[config.mk]
export PLATFORM = sky130hd
export DESIGN_NAME = fb2bmp_div
export DESIGN_NICKNAME = d
export VERILOG_FILES = /design/src/sv/framebuffer_to_bmp_streamer_macros.svh /design/src/sv/fb2bmp_pkg.sv /design/src/sv/fb2bmp_div.sv
export SDC_FILE = /design/constraint.sdc
export NUM_CORES = 1
export LEC_CHECK = 0
export ABC_AREA = 1
export BUFFER_PORTS_ARGS = -buffer_cell sky130_fd_sc_hd__buf_2
export CAP_MARGIN = 5
export CELL_PAD_IN_SITES_DETAIL_PLACEMENT = 1
export CELL_PAD_IN_SITES_GLOBAL_PLACEMENT = 1
export CORE_MARGIN = 3
export CORE_UTILIZATION = 37
export CTS_CLUSTER_DIAMETER = 50
export DETAILED_ROUTE_END_ITERATION = 16
export PLACE_DENSITY = 0.78
export SYNTH_ARGS = -nofsm -noshare
export SYNTH_HDL_FRONTEND = slang
export SYNTH_SLANG_ARGS = --single-unit
[constraint.sdc]
create_clock -name clk -period 2.05 [get_ports clk]
set_input_delay 0.205 -clock clk [delete_from_list [all_inputs] [get_ports clk]]
set_output_delay 0.205 -clock clk [all_outputs]
set_load 0.02 [all_outputs]
[src/sv/framebuffer_to_bmp_streamer_macros.svh]
// assertion macros shared by the streamer rtl
`ifndef FRAMEBUFFER_TO_BMP_STREAMER_MACROS_SVH
`define FRAMEBUFFER_TO_BMP_STREAMER_MACROS_SVH

// same-cycle implication, checked on clk, off during rst
`define FB2BMP_ASSERT_IMP(lbl, ante, cons) \
  lbl: assert property (@(posedge clk) disable iff (rst) (ante) |-> (cons)) \
    else $error("%m: implication check failed");

// next-cycle implication, checked on clk, off during rst
`define FB2BMP_ASSERT_NXT(lbl, ante, cons) \
  lbl: assert property (@(posedge clk) disable iff (rst) (ante) |=> (cons)) \
    else $error("%m: next-cycle check failed");

`endif

[src/sv/fb2bmp_pkg.sv]
// types, constants and header table for the bmp streamer
`timescale 1ns / 1ps

package fb2bmp_pkg;

  localparam int STORE_BYTES_DEF = 32768;
  localparam int MAX_CHUNK_DEF   = 64;

  localparam logic [11:0] MAX_DIM      = 12'd2048;
  localparam logic [11:0] WIDTH_RESET  = 12'd640;
  localparam logic [11:0] HEIGHT_RESET = 12'd384;

  localparam logic [15:0] BMP_MAGIC    = 16'h4D42;
  localparam logic [7:0]  HDR_BYTES    = 8'd62;
  localparam logic [7:0]  INFO_BYTES   = 8'd40;
  localparam logic [7:0]  PLANES       = 8'd1;
  localparam logic [7:0]  BIT_DEPTH    = 8'd1;
  localparam logic [7:0]  IMG_SIZE_TAG = 8'h23;
  localparam logic [7:0]  PAL_WHITE    = 8'hFF;

  localparam int CFG_INDEX_W = 4;
  localparam int CFG_DATA_W  = 12;

  localparam logic [CFG_INDEX_W-1:0] CFG_IMAGE_WIDTH  = 4'd0;
  localparam logic [CFG_INDEX_W-1:0] CFG_IMAGE_HEIGHT = 4'd1;

  localparam logic CMD_WRITE = 1'b0;
  localparam logic CMD_READ  = 1'b1;

  typedef enum logic [2:0] {
    S_IDLE,
    S_GEOM,
    S_SIZE,
    S_CLASS,
    S_DIV,
    S_BASE,
    S_STREAM
  } state_t;

  typedef enum logic [1:0] {
    MODE_EMPTY,
    MODE_HEADER,
    MODE_PIXEL
  } mode_t;

  typedef struct packed {
    logic [7:0] fixed_byte;
    logic       use_mem;
    logic       last;
    logic       empty;
  } stage_meta_t;

  function automatic logic [7:0] header_byte(input logic [5:0]  pos,
                                             input logic [11:0] w,
                                             input logic [11:0] h,
                                             input logic [19:0] fsize);
    logic [7:0] b;
    b = 8'h00;
    case (pos)
      6'd0:  b = BMP_MAGIC[7:0];
      6'd1:  b = BMP_MAGIC[15:8];
      6'd2:  b = fsize[7:0];
      6'd3:  b = fsize[15:8];
      6'd4:  b = {4'd0, fsize[19:16]};
      6'd10: b = HDR_BYTES;
      6'd14: b = INFO_BYTES;
      6'd18: b = w[7:0];
      6'd19: b = {4'd0, w[11:8]};
      6'd22: b = h[7:0];
      6'd23: b = {4'd0, h[11:8]};
      6'd26: b = PLANES;
      6'd28: b = BIT_DEPTH;
      6'd35: b = IMG_SIZE_TAG;
      6'd58: b = PAL_WHITE;
      6'd59: b = PAL_WHITE;
      6'd60: b = PAL_WHITE;
      default: b = 8'h00;
    endcase
    return b;
  endfunction

endpackage

[src/sv/fb2bmp_div.sv]
// radix-2 restoring divider, splits a pixel offset into row and column
`timescale 1ns / 1ps

module fb2bmp_div import fb2bmp_pkg::*; (
  input  logic        clk,
  input  logic        rst,
  input  logic        start,
  input  logic [19:0] dividend,
  input  logic [8:0]  divisor,
  output logic        done,
  output logic [19:0] quotient,
  output logic [8:0]  remainder
);

  localparam int STEPS = 20;

  logic       busy;
  logic [4:0] step;
  logic [9:0] trial;
  logic [9:0] diff;
  logic       fits;

  assign trial = {remainder, quotient[19]};
  assign diff  = trial - {1'b0, divisor};
  assign fits  = trial >= {1'b0, divisor};

  always_ff @(posedge clk) begin
    if (rst) begin
      busy <= 1'b0;
      done <= 1'b0;
      step <= '0;
    end else begin
      done <= 1'b0;
      if (start) begin
        busy <= 1'b1;
        step <= '0;
      end else if (busy) begin
        step <= step + 5'd1;
        if (step == 5'(STEPS - 1)) begin
          busy <= 1'b0;
          done <= 1'b1;
        end
      end
    end
  end

  // dividend shifts out of the top of quotient while quotient bits shift in
  always_ff @(posedge clk) begin
    if (start) begin
      quotient  <= dividend;
      remainder <= '0;
    end else if (busy) begin
      quotient  <= {quotient[18:0], fits};
      remainder <= fits ? diff[8:0] : trial[8:0];
    end
  end

endmodule

==> results.ini <==
[outcome]
status=finished clean

[setup_path]
cp_max_fo=3
start_kind=flip-flop
worst_setup_path_end_kind=flip-flop
cp.arrival_ns=2.06
cpMostUsedCell=nand2_1
crit_chain=inv_2 > ha_1 > inv_1 > fa_2 > buf_4 > nand3_1 > nand3_2 > nand2_1 > nand3_1 > nand2_1 > nand2_1 > nand3_1 > nand2_1
cp_slowest_cell=edfxtp_1
crit_type=flip-flop to flip-flop
cp.required_ns=2.23
cp_slowest_stage_delay_ns=0.43

[yosys]
synthFlopType=edfxtp_1
synth_commonest_cells=122 x nand2_1, 39 x inv_1, 20 x edfxtp_1, 19 x nand3_1, 16 x dfxtp_1
synth_edf_count=20
synth_area_leaders=edfxtp_1 27%, nand2_1 21%, dfxtp_1 15%
ys_seq_elements=36
yosysMostFrequentCell=nand2_1
synth_top_area_cell=edfxtp_1
yosysSeqAreaShare=0.4215
synth_fp_nets=331
synth_top_area_frac=0.2749
ys_warn_count=0
async_reset_ff_frac=0
synth.avg_cell_area_sq_um=7.585
yosysUniqueCellTypes=29
synthCells=288
syn_area_sq_um=2185

[grt]
grt_pass1_wl_microns=9991
grt_remaining_overflow=0
grt_pass1_vias=2114
track_usage=0.1785
antenna_found_initial=0
grt_start_max_net_pins=22

[finish]
syn2layout_area_growth_pct=24.91
antenna-diode-count=0
ff_latch_area_sq_um=920.9
nNetsFinal=401
layout.cells.non_filler=431
drive_gt1_frac=0.2953
multi_input_area_sq_um=1069
fill_cells=748

[routing]
drt-pass1-iter-count=4
drt_iter0_drc=50
drt-total-wl_microns=5905
post_drt_wl_per_cell_microns=13.70
num_vias=2029
drc=0
antenna_left=0
avgViaCountPerCell=4.708

[clocking]
clockBufferDepth=2
cts-htree-levels=2
cts_tree=built
clock-sinks=36
clock_latency_ns=0.28
cts_root_buf=clkbuf_8
cts_buffers=5
clkTransAtPathRegs_ns=0.08

[worst_hold_path]
worstHoldPathType=input pin to flip-flop

[die]
die_h_microns=82.84
start_util=0.3896
rows=27
die_area_sq_um=6862
ios=62
die_w_microns=82.84
core_sq_um=5608

[sta]
hold_violations=0
period_share=0.9144
maxSlewViolCount=0
finalWorstSetupSlack_ns=0.1755
max_slew.worst_pin.slew_ns=0.4752
skew_ns=0.007740
final.min_clock_period_ns=1.874
rsz0062_at_grt=false
max-slew-margin-rel=0.6828
max_freq_mhz=533.5
final.setup.tns_ns=0
setup_violations=0
whs_ns=0.1831

[pwr]
power_density_nw_per_um2=630.7
leakagePower_nw=1.560
power_mw=1.721
worst_ir_drop_vdd_mv=0.3867

[placed_design]
finalWeightedCongestion=0.8043
io_buffers=61
post-place-ws_ns=0.03898
hpwl_microns=4714
place_inst=423

[job]
cap_violations=0

-- per-stage QoR --
stage          instance area (sq um)    util
2_1_floorplan                   2185       -
3_3_place_gp                    2634  0.4697
3_5_place_dp                    2634  0.4697
4_1_cts                         2716  0.4844
5_1_grt                         2729  0.4866
6_report                        2729  0.4866
-- worst max-delay path, delay by kind of cell, from the launching register on --
family	cells	cell delay, ns
AND/OR/NAND/NOR	8	0.56
flip-flops	1	0.43
buffers and inverters	3	0.31
adder cells (fa/ha/maj)	2	0.49
-- placed cells by master, fill, tap and decap left out, drive strengths merged, types with 3 or more instances in the layout --
| master | instances |
|---|---|
| buf | 72 |
| nand3 | 28 |
| a21oi | 7 |
| nor3 | 5 |
| edfxtp | 20 |
| dfxtp | 16 |
| inv | 41 |
| clkbuf | 5 |
| clkinv | 3 |
| ha | 10 |
| nand2 | 128 |
| xnor2 | 3 |
| nor2 | 12 |
-- path summary, 6_finish.rpt --
kind | to | from | depth (start not counted) | slack (ns)
worst max register to register | remainder[8] | quotient[19] | 13 | 0.18
worst max-delay path | remainder[8] | quotient[19] | 13 | 0.18
worst min-delay path | quotient[1] | dividend[1] | 3 | 0.18
worst min register to register | step[4] | step[4] | 1 | 0.50
-- where the power goes --
part / leakage (nW) / total [mW] / switching (mW) / internal (mW)
registers: 0.335 / 0.855 / 0.0327 / 0.822
logic: 1.18 / 0.378 / 0.237 / 0.141
clock network: 0.0453 / 0.488 / 0.257 / 0.231
-- area by class of cell --
| cell class | instances | share of cell area |
|---|---|---|
| inverters | 41 | 0.05640 |
| multi-input cells | 202 | 0.3916 |
| repair buffers | 72 | 0.1513 |
| well taps | 72 | 0.03301 |
| flip-flops and latches | 36 | 0.3375 |
| clock inverters | 3 | 0.005044 |
| clock buffers | 5 | 0.02522 |
-- sequential cells by signal, summed over array words and instances, names as in the netlist --
register and count:
remainder 9, busy 1, step 5, quotient 20, done 1
-- what timing repair did --
item                                    CTS  global route
hold endpoints to repair                  0             0
setup buffers                             0             0
hold buffers                              0             0
resized for setup                         0             4
endpoints found under the setup margin    0             9
-- cells by family (layout without fill, tap and decap cells) --
family | after synthesis | in the layout | share of synthesized area
adders and majority gates | 11 | 11 | 0.06644
DFF | 36 | 36 | 0.4215
and+or+nand+nor | 177 | 177 | 0.3717
xor gates and xnor gates | 3 | 3 | 0.01203
buffers and inverters | 50 | 121 | 0.09507
AOI/OAI and AO/OA | 11 | 11 | 0.03322
-- per-layer routing --
metal,vias to the layer above,global-route usage,wire length (microns)
met5,-,0,0
met4,0,0.04012,47
met3,5,0.03175,175
met2,27,0.3462,3264
met1,953,0.2001,2417
li1,1044,-,-
No activity file was read; power rests on OpenSTA's default activity.
